[src/hw/rtl/spmb_pkg.sv]
// ----------------------------------------------------------------------------
// spmb_pkg: shared types and constants for the stepper position mover
// Direction codes, sequencer stages, field widths and register indexes.
// ----------------------------------------------------------------------------
package spmb_pkg;

    localparam int DELAY_BITS     = 16;
    localparam int COIL_BITS      = 4;
    localparam int BACKLASH_BITS  = 8;
    localparam int TABLE_BITS     = 32;
    localparam int CFG_INDEX_BITS = 2;
    localparam int CFG_DATA_BITS  = 32;
    localparam int QUEUE_DEPTH    = 2;
    localparam int QUEUE_PTR_BITS = 1;
    localparam int QUEUE_CNT_BITS = 2;

    typedef enum logic [1:0] {
        DIR_NONE = 2'd0,
        DIR_UP   = 2'd1,
        DIR_DOWN = 2'd2
    } dir_t;

    typedef enum logic [2:0] {
        ST_IDLE       = 3'd0,
        ST_BL_FIRST   = 3'd1,
        ST_BL_STEP    = 3'd2,
        ST_MAIN_FIRST = 3'd3,
        ST_WALK       = 3'd4
    } stage_t;

    localparam logic [CFG_INDEX_BITS-1:0] REG_POSITION_MIN  = 2'd0;
    localparam logic [CFG_INDEX_BITS-1:0] REG_POSITION_MAX  = 2'd1;
    localparam logic [CFG_INDEX_BITS-1:0] REG_BACKLASH      = 2'd2;
    localparam logic [CFG_INDEX_BITS-1:0] REG_COIL_TABLE    = 2'd3;

endpackage

[src/hw/rtl/spmb_front.sv]
// ----------------------------------------------------------------------------
// spmb_front: input acceptance and command queue
// Takes stream words, splits them into move or tick items and holds them in
// a two-entry queue for the sequencer.
// ----------------------------------------------------------------------------
module spmb_front #(
    parameter int POSITION_BITS = 14
) (
    input  logic                             clk,
    input  logic                             rst_n,
    input  logic                             s_axis_tvalid,
    output logic                             s_axis_tready,
    input  logic [((POSITION_BITS+spmb_pkg::DELAY_BITS+7)/8)*8-1:0] s_axis_tdata,
    input  logic                             s_axis_tuser,
    output logic                             q_valid,
    input  logic                             q_ready,
    output logic                             q_move,
    output logic [POSITION_BITS-1:0]         q_target,
    output logic [spmb_pkg::DELAY_BITS-1:0]  q_delay
);

    localparam int ITEM_BITS = 1 + POSITION_BITS + spmb_pkg::DELAY_BITS;

    logic [ITEM_BITS-1:0]                    slot_reg [spmb_pkg::QUEUE_DEPTH];
    logic [spmb_pkg::QUEUE_PTR_BITS-1:0]     wr_ptr_reg;
    logic [spmb_pkg::QUEUE_PTR_BITS-1:0]     wr_ptr_next;
    logic [spmb_pkg::QUEUE_PTR_BITS-1:0]     rd_ptr_reg;
    logic [spmb_pkg::QUEUE_PTR_BITS-1:0]     rd_ptr_next;
    logic [spmb_pkg::QUEUE_CNT_BITS-1:0]     count_reg;
    logic [spmb_pkg::QUEUE_CNT_BITS-1:0]     count_next;
    logic                                    push;
    logic                                    pop;
    logic [ITEM_BITS-1:0]                    head;

    assign s_axis_tready = (count_reg != spmb_pkg::QUEUE_CNT_BITS'(spmb_pkg::QUEUE_DEPTH));
    assign push          = s_axis_tvalid && s_axis_tready;
    assign q_valid       = (count_reg != '0);
    assign pop           = q_valid && q_ready;

    assign head     = slot_reg[rd_ptr_reg];
    assign q_move   = head[ITEM_BITS-1];
    assign q_target = head[spmb_pkg::DELAY_BITS +: POSITION_BITS];
    assign q_delay  = head[spmb_pkg::DELAY_BITS-1:0];

    always_comb
    begin
        wr_ptr_next = push ? wr_ptr_reg + 1'b1 : wr_ptr_reg;
        rd_ptr_next = pop  ? rd_ptr_reg + 1'b1 : rd_ptr_reg;
        count_next  = count_reg;
        if (push && !pop)
        begin
            count_next = count_reg + 1'b1;
        end
        else if (pop && !push)
        begin
            count_next = count_reg - 1'b1;
        end
    end

    always_ff @(posedge clk or negedge rst_n)
    begin
        if (!rst_n)
        begin
            wr_ptr_reg <= '0;
            rd_ptr_reg <= '0;
            count_reg  <= '0;
        end
        else
        begin
            wr_ptr_reg <= wr_ptr_next;
            rd_ptr_reg <= rd_ptr_next;
            count_reg  <= count_next;
        end
    end

    always_ff @(posedge clk)
    begin
        if (push)
        begin
            slot_reg[wr_ptr_reg] <= {s_axis_tuser,
                                     s_axis_tdata[POSITION_BITS-1:0],
                                     s_axis_tdata[POSITION_BITS +: spmb_pkg::DELAY_BITS]};
        end
    end

endmodule

[src/hw/rtl/spmb_back.sv]
// ----------------------------------------------------------------------------
// spmb_back: move sequencer and result register
// Runs backlash take-up, walk and release, one queued item per cycle while the
// result register is free or being taken, and holds each result word until the
// output side takes it.
module spmb_back #(
    parameter int POSITION_BITS = 14,
    parameter int PHASE_COUNT   = 8
) (
    input  logic                                clk,
    input  logic                                rst_n,
    input  logic                                q_valid,
    output logic                                q_ready,
    input  logic                                q_move,
    input  logic [POSITION_BITS-1:0]            q_target,
    input  logic [spmb_pkg::DELAY_BITS-1:0]     q_delay,
    input  logic [POSITION_BITS-1:0]            position_min,
    input  logic [POSITION_BITS-1:0]            position_max,
    input  logic [spmb_pkg::BACKLASH_BITS-1:0]  backlash_steps,
    input  logic [spmb_pkg::TABLE_BITS-1:0]     coil_table,
    output logic                                out_valid,
    input  logic                                out_ready,
    output logic [spmb_pkg::COIL_BITS-1:0]      out_coils,
    output logic                                out_busy,
    output logic [POSITION_BITS-1:0]            out_position,
    output logic                                out_ignored
);

    localparam int POS_W      = POSITION_BITS + 1;
    localparam int PHASE_BITS = (PHASE_COUNT > 1) ? $clog2(PHASE_COUNT) : 1;
    localparam logic [PHASE_BITS-1:0] PHASE_LAST = PHASE_BITS'(PHASE_COUNT - 1);
    localparam logic [POS_W-1:0]      POS_RESET  = {1'b0, {POSITION_BITS{1'b1}}};

    logic [POS_W-1:0]                    pos_reg, pos_next;
    logic [PHASE_BITS-1:0]               phase_reg, phase_next;
    spmb_pkg::dir_t                      last_dir_reg, last_dir_next;
    spmb_pkg::dir_t                      dir_reg, dir_next;
    logic [POSITION_BITS-1:0]            target_reg, target_next;
    logic [spmb_pkg::DELAY_BITS-1:0]     hold_reg, hold_next;
    logic [spmb_pkg::DELAY_BITS-1:0]     held_reg, held_next;
    logic [spmb_pkg::BACKLASH_BITS-1:0]  bl_reg, bl_next;
    spmb_pkg::stage_t                    stage_reg, stage_next;
    logic                                limit_reg, limit_next;

    logic                                out_valid_reg;
    logic [spmb_pkg::COIL_BITS-1:0]      coils_reg, coils_next;
    logic                                busy_reg, busy_next;
    logic [POSITION_BITS-1:0]            opos_reg, opos_next;
    logic                                ignored_reg, ignored_next;

    logic                                pop;
    logic [POSITION_BITS-1:0]            clamp_tgt;
    logic [POS_W-1:0]                    clamp_ext;
    logic [POS_W-1:0]                    min_ext;
    logic [POS_W-1:0]                    max_ext;
    spmb_pkg::dir_t                      dir_new;
    logic                                limit_new;
    logic                                reversal;
    logic [POS_W-1:0]                    pos_fwd;
    logic [POS_W-1:0]                    pos_back;
    logic [PHASE_BITS-1:0]               phase_step;
    logic                                walk_ok;

    assign q_ready      = !out_valid_reg || out_ready;
    assign pop          = q_valid && q_ready;
    assign out_valid    = out_valid_reg;
    assign out_coils    = coils_reg;
    assign out_busy     = busy_reg;
    assign out_position = opos_reg;
    assign out_ignored  = ignored_reg;

    assign min_ext = {1'b0, position_min};
    assign max_ext = {1'b0, position_max};

    // clamp the requested target; the lower limit wins when the limits cross
    always_comb
    begin
        clamp_tgt = q_target;
        if (clamp_tgt > position_max)
        begin
            clamp_tgt = position_max;
        end
        if (clamp_tgt < position_min)
        begin
            clamp_tgt = position_min;
        end
    end

    assign clamp_ext = {1'b0, clamp_tgt};

    always_comb
    begin
        if (pos_reg < clamp_ext)
        begin
            dir_new = spmb_pkg::DIR_UP;
        end
        else if (pos_reg > clamp_ext)
        begin
            dir_new = spmb_pkg::DIR_DOWN;
        end
        else
        begin
            dir_new = spmb_pkg::DIR_NONE;
        end
    end

    assign limit_new = (pos_reg == max_ext) || (pos_reg == min_ext);
    assign reversal  = (dir_new == spmb_pkg::DIR_UP   && last_dir_reg == spmb_pkg::DIR_DOWN) ||
                       (dir_new == spmb_pkg::DIR_DOWN && last_dir_reg == spmb_pkg::DIR_UP);

    // one step of the current move, forward and back
    always_comb
    begin
        pos_fwd    = pos_reg;
        pos_back   = pos_reg;
        phase_step = phase_reg;
        case (dir_reg)
            spmb_pkg::DIR_UP:
            begin
                pos_fwd    = pos_reg + POS_W'(1);
                pos_back   = pos_reg - POS_W'(1);
                phase_step = (phase_reg == PHASE_LAST) ? '0 : phase_reg + 1'b1;
            end
            spmb_pkg::DIR_DOWN:
            begin
                pos_fwd    = pos_reg - POS_W'(1);
                pos_back   = pos_reg + POS_W'(1);
                phase_step = (phase_reg == '0) ? PHASE_LAST : phase_reg - 1'b1;
            end
            default:
            begin
                pos_fwd    = pos_reg;
            end
        endcase
    end

    assign walk_ok = (dir_reg != spmb_pkg::DIR_NONE) && (pos_reg != {1'b0, target_reg}) &&
                     (pos_reg < max_ext) && (pos_reg > min_ext);

    // next state of the sequencer for the item at the queue head
    always_comb
    begin
        pos_next      = pos_reg;
        phase_next    = phase_reg;
        last_dir_next = last_dir_reg;
        dir_next      = dir_reg;
        target_next   = target_reg;
        hold_next     = hold_reg;
        held_next     = held_reg;
        bl_next       = bl_reg;
        stage_next    = stage_reg;
        limit_next    = limit_reg;
        ignored_next  = 1'b0;

        if (q_move && stage_reg == spmb_pkg::ST_IDLE)
        begin
            target_next = clamp_tgt;
            dir_next    = dir_new;
            held_next   = (q_delay == '0) ? spmb_pkg::DELAY_BITS'(1) : q_delay;
            hold_next   = held_next;
            limit_next  = limit_new;
            if (dir_new != spmb_pkg::DIR_NONE)
            begin
                last_dir_next = dir_new;
            end
            if (reversal)
            begin
                bl_next    = backlash_steps;
                stage_next = spmb_pkg::ST_BL_FIRST;
            end
            else
            begin
                // starting on a limit: step off it before the walk
                if (limit_new && dir_new == spmb_pkg::DIR_UP)
                begin
                    pos_next = pos_reg + POS_W'(1);
                end
                else if (limit_new && dir_new == spmb_pkg::DIR_DOWN)
                begin
                    pos_next = pos_reg - POS_W'(1);
                end
                stage_next = spmb_pkg::ST_MAIN_FIRST;
            end
        end
        else
        begin
            ignored_next = q_move;
            if (stage_reg != spmb_pkg::ST_IDLE)
            begin
                if (hold_reg > spmb_pkg::DELAY_BITS'(1))
                begin
                    hold_next = hold_reg - 1'b1;
                end
                else
                begin
                    hold_next = held_reg;
                    unique case (stage_reg) inside
                        spmb_pkg::ST_BL_FIRST, spmb_pkg::ST_BL_STEP:
                        begin
                            if (bl_reg != '0)
                            begin
                                phase_next = phase_step;
                                bl_next    = bl_reg - 1'b1;
                                stage_next = spmb_pkg::ST_BL_STEP;
                            end
                            else
                            begin
                                if (limit_reg)
                                begin
                                    pos_next = pos_fwd;
                                end
                                stage_next = spmb_pkg::ST_MAIN_FIRST;
                            end
                        end
                        default:
                        begin
                            if (walk_ok)
                            begin
                                phase_next = phase_step;
                                pos_next   = pos_fwd;
                                stage_next = spmb_pkg::ST_WALK;
                            end
                            else
                            begin
                                // undo the limit step-off and release
                                if (limit_reg)
                                begin
                                    pos_next = pos_back;
                                end
                                stage_next = spmb_pkg::ST_IDLE;
                                hold_next  = '0;
                            end
                        end
                    endcase
                end
            end
        end
    end

    // result word from the new state
    always_comb
    begin
        busy_next = (stage_next != spmb_pkg::ST_IDLE);
        coils_next = busy_next ? coil_table[spmb_pkg::COIL_BITS*phase_next +: spmb_pkg::COIL_BITS]
                               : '0;
        opos_next = pos_next[POSITION_BITS] ? {POSITION_BITS{1'b1}}
                                            : pos_next[POSITION_BITS-1:0];
    end

    always_ff @(posedge clk or negedge rst_n)
    begin
        if (!rst_n)
        begin
            pos_reg       <= POS_RESET;
            phase_reg     <= '0;
            last_dir_reg  <= spmb_pkg::DIR_NONE;
            dir_reg       <= spmb_pkg::DIR_NONE;
            target_reg    <= '0;
            hold_reg      <= '0;
            held_reg      <= '0;
            bl_reg        <= '0;
            stage_reg     <= spmb_pkg::ST_IDLE;
            limit_reg     <= 1'b0;
            out_valid_reg <= 1'b0;
        end
        else
        begin
            if (pop)
            begin
                pos_reg      <= pos_next;
                phase_reg    <= phase_next;
                last_dir_reg <= last_dir_next;
                dir_reg      <= dir_next;
                target_reg   <= target_next;
                hold_reg     <= hold_next;
                held_reg     <= held_next;
                bl_reg       <= bl_next;
                stage_reg    <= stage_next;
                limit_reg    <= limit_next;
            end
            if (pop)
            begin
                out_valid_reg <= 1'b1;
            end
            else if (out_ready)
            begin
                out_valid_reg <= 1'b0;
            end
        end
    end

    always_ff @(posedge clk)
    begin
        if (pop)
        begin
            coils_reg   <= coils_next;
            busy_reg    <= busy_next;
            opos_reg    <= opos_next;
            ignored_reg <= ignored_next;
        end
    end

endmodule

[src/hw/rtl/stepper_position_mover_backlash_top.sv]
// ----------------------------------------------------------------------------
// stepper_position_mover_backlash_top: stepper mover with backlash take-up
// Stream front end, command queue, move sequencer and configuration registers.
// ----------------------------------------------------------------------------
// Each input word is one time unit: a tick (tuser 0) or a move request
// (tuser 1), and each yields exactly one result word. The block takes one
// word per clock while the command queue has room. Each input is written
// into the two-entry command queue; the sequencer, whose state update per
// item is a single clamp, compare and increment, then takes it from the queue
// head and loads the result register once that register is free. The queue
// keeps input flowing while a result waits on the output; input stalls only
// once the queue is full. Configuration writes are always ready and take
// effect at once; limit changes act on a running walk immediately.
module stepper_position_mover_backlash_top #(
    parameter int POSITION_BITS = 14,
    parameter int PHASE_COUNT   = 8
) (
    input  logic                                   clk,
    input  logic                                   rst_n,
    // configuration write channel
    input  logic                                   cfg_valid,
    output logic                                   cfg_ready,
    input  logic [spmb_pkg::CFG_INDEX_BITS-1:0]    cfg_index,
    input  logic [spmb_pkg::CFG_DATA_BITS-1:0]     cfg_data,
    // input stream
    input  logic                                   s_axis_tvalid,
    output logic                                   s_axis_tready,
    // tdata: target, step_delay, zero fill
    input  logic [((POSITION_BITS+spmb_pkg::DELAY_BITS+7)/8)*8-1:0] s_axis_tdata,
    // tuser: command
    input  logic                                   s_axis_tuser,
    // result stream
    output logic                                   m_axis_tvalid,
    input  logic                                   m_axis_tready,
    // tdata: coils, busy_res, position, move_ignored, zero fill
    output logic [((spmb_pkg::COIL_BITS+POSITION_BITS+2+7)/8)*8-1:0] m_axis_tdata
);

    localparam int OUT_BITS  = spmb_pkg::COIL_BITS + POSITION_BITS + 2;
    localparam int OUT_WIDTH = ((OUT_BITS + 7) / 8) * 8;

    logic [POSITION_BITS-1:0]            position_min_reg;
    logic [POSITION_BITS-1:0]            position_max_reg;
    logic [spmb_pkg::BACKLASH_BITS-1:0]  backlash_reg;
    logic [spmb_pkg::TABLE_BITS-1:0]     coil_table_reg;

    logic                                q_valid;
    logic                                q_ready;
    logic                                q_move;
    logic [POSITION_BITS-1:0]            q_target;
    logic [spmb_pkg::DELAY_BITS-1:0]     q_delay;

    logic [spmb_pkg::COIL_BITS-1:0]      out_coils;
    logic                                out_busy;
    logic [POSITION_BITS-1:0]            out_position;
    logic                                out_ignored;

    assign cfg_ready = 1'b1;

    always_ff @(posedge clk or negedge rst_n)
    begin
        if (!rst_n)
        begin
            position_min_reg <= '0;
            position_max_reg <= '1;
            backlash_reg     <= '0;
            coil_table_reg   <= '0;
        end
        else if (cfg_valid && cfg_ready)
        begin
            unique case (cfg_index)
                spmb_pkg::REG_POSITION_MIN: position_min_reg <= cfg_data[POSITION_BITS-1:0];
                spmb_pkg::REG_POSITION_MAX: position_max_reg <= cfg_data[POSITION_BITS-1:0];
                spmb_pkg::REG_BACKLASH:
                    backlash_reg <= cfg_data[spmb_pkg::BACKLASH_BITS-1:0];
                spmb_pkg::REG_COIL_TABLE:
                    coil_table_reg <= cfg_data[spmb_pkg::TABLE_BITS-1:0];
                default:                    coil_table_reg   <= coil_table_reg;
            endcase
        end
    end

    spmb_front #(
        .POSITION_BITS (POSITION_BITS)
    ) u_front (
        .clk           (clk),
        .rst_n         (rst_n),
        .s_axis_tvalid (s_axis_tvalid),
        .s_axis_tready (s_axis_tready),
        .s_axis_tdata  (s_axis_tdata),
        .s_axis_tuser  (s_axis_tuser),
        .q_valid       (q_valid),
        .q_ready       (q_ready),
        .q_move        (q_move),
        .q_target      (q_target),
        .q_delay       (q_delay)
    );

    spmb_back #(
        .POSITION_BITS (POSITION_BITS),
        .PHASE_COUNT   (PHASE_COUNT)
    ) u_back (
        .clk            (clk),
        .rst_n          (rst_n),
        .q_valid        (q_valid),
        .q_ready        (q_ready),
        .q_move         (q_move),
        .q_target       (q_target),
        .q_delay        (q_delay),
        .position_min   (position_min_reg),
        .position_max   (position_max_reg),
        .backlash_steps (backlash_reg),
        .coil_table     (coil_table_reg),
        .out_valid      (m_axis_tvalid),
        .out_ready      (m_axis_tready),
        .out_coils      (out_coils),
        .out_busy       (out_busy),
        .out_position   (out_position),
        .out_ignored    (out_ignored)
    );

    assign m_axis_tdata = OUT_WIDTH'({out_ignored, out_position, out_busy, out_coils});

    // a released motor drives no coil
    a_idle_coils_off: assert property (@(posedge clk) disable iff (!rst_n)
        (m_axis_tvalid && !out_busy) |-> (out_coils == '0))
        else $error("coils driven while not busy");

    // the sequencer takes the queue head whenever the result register is free
    a_back_drains: assert property (@(posedge clk) disable iff (!rst_n)
        !m_axis_tvalid |-> q_ready)
        else $error("sequencer stalled with empty result register");

    // the queue fills only behind a stalled result word
    a_full_on_stall: assert property (@(posedge clk) disable iff (!rst_n)
        $fell(s_axis_tready) |-> $past(m_axis_tvalid && !m_axis_tready))
        else $error("input stalled without output back-pressure");

endmodule

[config.mk]
export PLATFORM = sky130hd
export DESIGN_NAME = stepper_position_mover_backlash_top
export DESIGN_NICKNAME = d
export VERILOG_FILES = /design/src/hw/rtl/spmb_pkg.sv /design/src/hw/rtl/spmb_front.sv /design/src/hw/rtl/spmb_back.sv /design/src/hw/rtl/stepper_position_mover_backlash_top.sv
export SDC_FILE = /design/constraint.sdc
export NUM_CORES = 1
export LEC_CHECK = 0
export ABC_AREA = 1
export BUFFER_PORTS_ARGS = -buffer_cell sky130_fd_sc_hd__buf_2
export CAP_MARGIN = 5
export CORE_UTILIZATION = 25
export DETAILED_ROUTE_END_ITERATION = 8
export PLACE_DENSITY = 0.41
export SLEW_MARGIN = 20
export SYNTH_ARGS = -nofsm -noshare
export SYNTH_HDL_FRONTEND = slang
export SYNTH_HIERARCHICAL = 1
export SYNTH_SLANG_ARGS = --single-unit
[constraint.sdc]
create_clock -name clk -period 10.55 [get_ports clk]
set_input_delay 1.055 -clock clk [delete_from_list [all_inputs] [get_ports clk]]
set_output_delay 1.055 -clock clk [all_outputs]
set_load 0.02 [all_outputs]
==> flow_summary_export.csv <==
group,metric,value,unit
global_route,grt_use_total,16.4,%
worst_setup_path,cp_max_fo,28,
floorplanning,initial_core_util,25.5,%
worst_hold_path,min_path_type,"reg -> reg",
floorplanning,die_w,248,µm
clock_tree,htreeDepth,2,
place,hpwl,34700,µm
global_route,grt_pass1_wl,77800,µm
clock_tree,post-cts-setup-buffers,0,
power_and_ir_drop,power_density,342,nW/µm²
power_and_ir_drop,p_leak,7.99,nW
worst_setup_path,reg2reg_slack,3.00,ns
yosys,synth_cells,1944,
power_and_ir_drop,pwr-share-seq,26.3,%
power_and_ir_drop,p_clk_share,19.4,%
route,dr.pass1.iters,5,
yosys,synth_flop_cell,"dfrtp_1",
floorplanning,row_count,89,
timing,tightest_slew,1.02,ns
yosys,netlist_area,15200,µm²
worst_setup_path,cp.required,10.75,ns
yosys,avgSynthCellArea,7.80,µm²
power_and_ir_drop,power.internal,2.96,mW
final_layout,final_cell_count_no_fill,2792,
final_layout,n_fill_cell,6476,
worst_setup_path,crit_top_cell,"nand2_1",
global_route,grt_remaining_overflow,0,
clock_tree,cts_tree,"yes",
clock_tree,cts-root-buf,"clkbuf_16",
global_route,grt_pass1_vias,13000,
yosys,yosysWarnings,6,
final_layout,syn_to_final_growth,14.6,%
final_layout,largest_reg_flops,62,
yosys,yosys.area.top_type,"dfrtp_1",
timing,timing.fmax,132,MHz
route,finalWirelength,50100,µm
timing,tns,0,ns
route,detail_route.drc_violations,0,
global_route,grt_max_degree,85,
floorplanning,core,59500,µm²
final_layout,diodes,0,
worst_setup_path,max_stage_delay,0.68,ns
floorplanning,io_pins,99,
status,outcome,"finished, final reports clean",
place,place_ws,2.94,ns
clock_tree,cts_made_buffers,34,
clock_tree,cts_buffer_depth,3,
timing,period_share,71.6,%
yosys,netlist_top_cells_area,"dfrtp_1 (21%), edfxtp_1 (16%), nand2_1 (15%)",
worst_setup_path,cp.arrival,7.75,ns
route,ant_nets,0,
final_layout,fin_nets,2146,
floorplanning,die-area,61700,µm²
timing,hold_violations,0,
timing,drv_slew,0,
yosys,ys_seq_elements,235,
route,num_vias,13500,
run,drv_cap,0,
clock_tree,clkTransAtPathRegs,0.05,ns
place,gp_congestion,0.857,
route,routedWlPerCell,17.9,µm
timing,maxSlewHeadroom,31.7,%
power_and_ir_drop,p_total,5.94,mW
yosys,synth_edf_count,82,
worst_setup_path,cp-start-kind,"flop",
power_and_ir_drop,power.switching,2.98,mW
yosys,yosysMostFrequentCell,"nand2_1",
timing,whs,0.461,ns
timing,clock_skew,0.0297,ns
timing,setup_violations,0,
floorplanning,die_height,248,µm
yosys,synth_common_cells,"nand2_1 (594), inv_1 (156), o21ai_0 (137), dfrtp_1 (125), nand4_1 (101)",
yosys,synth_cell_types,58,
clock_tree,worstSkewPairLatency,0.56,ns
clock_tree,clock_sinks,235,
place,place_inst,2730,
yosys,ys_seq_area_share,41.7,%
route,drt-initial-drc-count,915,
clock_tree,cts.hold.buffers_added,0,
global_route,antenna_found_initial,0,
power_and_ir_drop,peakVddDrop,0.000145,V
timing,rsz0062_at_grt,"no",
route,viasPerCell,4.84,
place,numPortBuffers,91,
worst_setup_path,endpoint_kind,"flop",
yosys,async_flop_share,65.1,%
power_and_ir_drop,switching_share,50.2,%
yosys,synth_top_area_share,20.6,%
clock_tree,cts_resized,0,
timing,fin_ws,3.00,ns
final_layout,layout-drive-gt1-share,12.7,%
power_and_ir_drop,pwr-share-comb,54.3,%
worst_setup_path,path_class,"reg -> reg",
timing,period_needed,7.55,ns
worst_setup_path,crit_path_top_delay_cell,"a2111oi_2",
==> worst paths after layout <==
| kind | endpoint | start | depth (start not counted) |
|---|---|---|---|
| setup / recovery | u_back/out_position[13] | u_front/rd_ptr_reg | 33 |
| hold / removal | position_max_reg[2] | position_max_reg[2] | 2 |
| setup reg to reg | u_back/out_position[13] | u_front/rd_ptr_reg | 33 |
| hold reg to reg | position_max_reg[2] | position_max_reg[2] | 2 |
| max in group asynchronous | coil_table_reg[16] | rst_n | 2 |
| min in group asynchronous | u_front/wr_ptr_reg | rst_n | 1 |
==> layer usage <==
metal,vias up,wire (µm),GRT usage (%),share of wire [%]
met5,-,0,0,0
met4,0,924,4.48,1.8
met3,60,2350,2.24,4.7
met2,288,23100,26.3,46
met1,6429,23700,22.8,47
li1,6731,-,-,-
==> kinds of logic after synthesis <==
group,count (synthesis),share of synthesized area [%]
flip-flops,235,41.7
AO/OA/AOI/OAI,349,13.4
AND/OR/NAND/NOR,960,27.8
other,2,0.0495
buffers and inverters,278,8.00
adder cells (fa/ha/maj),81,6.68
XOR/XNOR,39,2.30
==> final cells by class <==
class                           instances  area, µm²  area share (%)
Clock buffer                           48        953            5.48
Clock inverter                         14        178            1.02
Inverter                              170        646            3.71
Multi-Input combinational cell       1434       7650            44.0
Sequential cell                       235       6330            36.4
Tap cell                              773        967            5.56
Timing Repair Buffer                  118        664            3.82
==> worst max-delay path, delay by kind of cell (launching register included) <==
kind,cells,cell delay [ns]
simple gates,18,2.70
fa+ha+maj,3,0.88
flops,1,0.62
compound gates,7,2.07
buf+inv,5,0.88
==> through the flow <==
stage               util, %  instance area [µm²]
finish                 29.2                17400
global route           29.2                17400
CTS                    29.2                17400
detailed placement     27.3                16300
global placement       27.3                16300
floorplan                 -                15200
==> power by group through the flow <==
stage | Combinational [mW] | Sequential (mW) | Clock [mW]
after floorplan | 2.36 | 1.48 | 0
after global placement | 3.17 | 1.57 | 0
after detailed placement | 3.22 | 1.57 | 0
after CTS | 3.23 | 1.56 | 1.20
after global routing | 3.65 | 1.60 | 1.23
final | 3.23 | 1.56 | 1.15
==> cell usage in the layout, fill, tap and decap left out, drive strengths merged, types with 28 or more instances in the layout <==
cell,n
inv,169
a21oi,83
nand2,621
ha,81
xor2,36
o21ai,159
o211ai,33
dfrtp,125
nor2,97
buf,118
dfstp,28
nand3,98
clkbuf,48
edfxtp,82
nand4,102
Power figures use the tool's default switching activity.
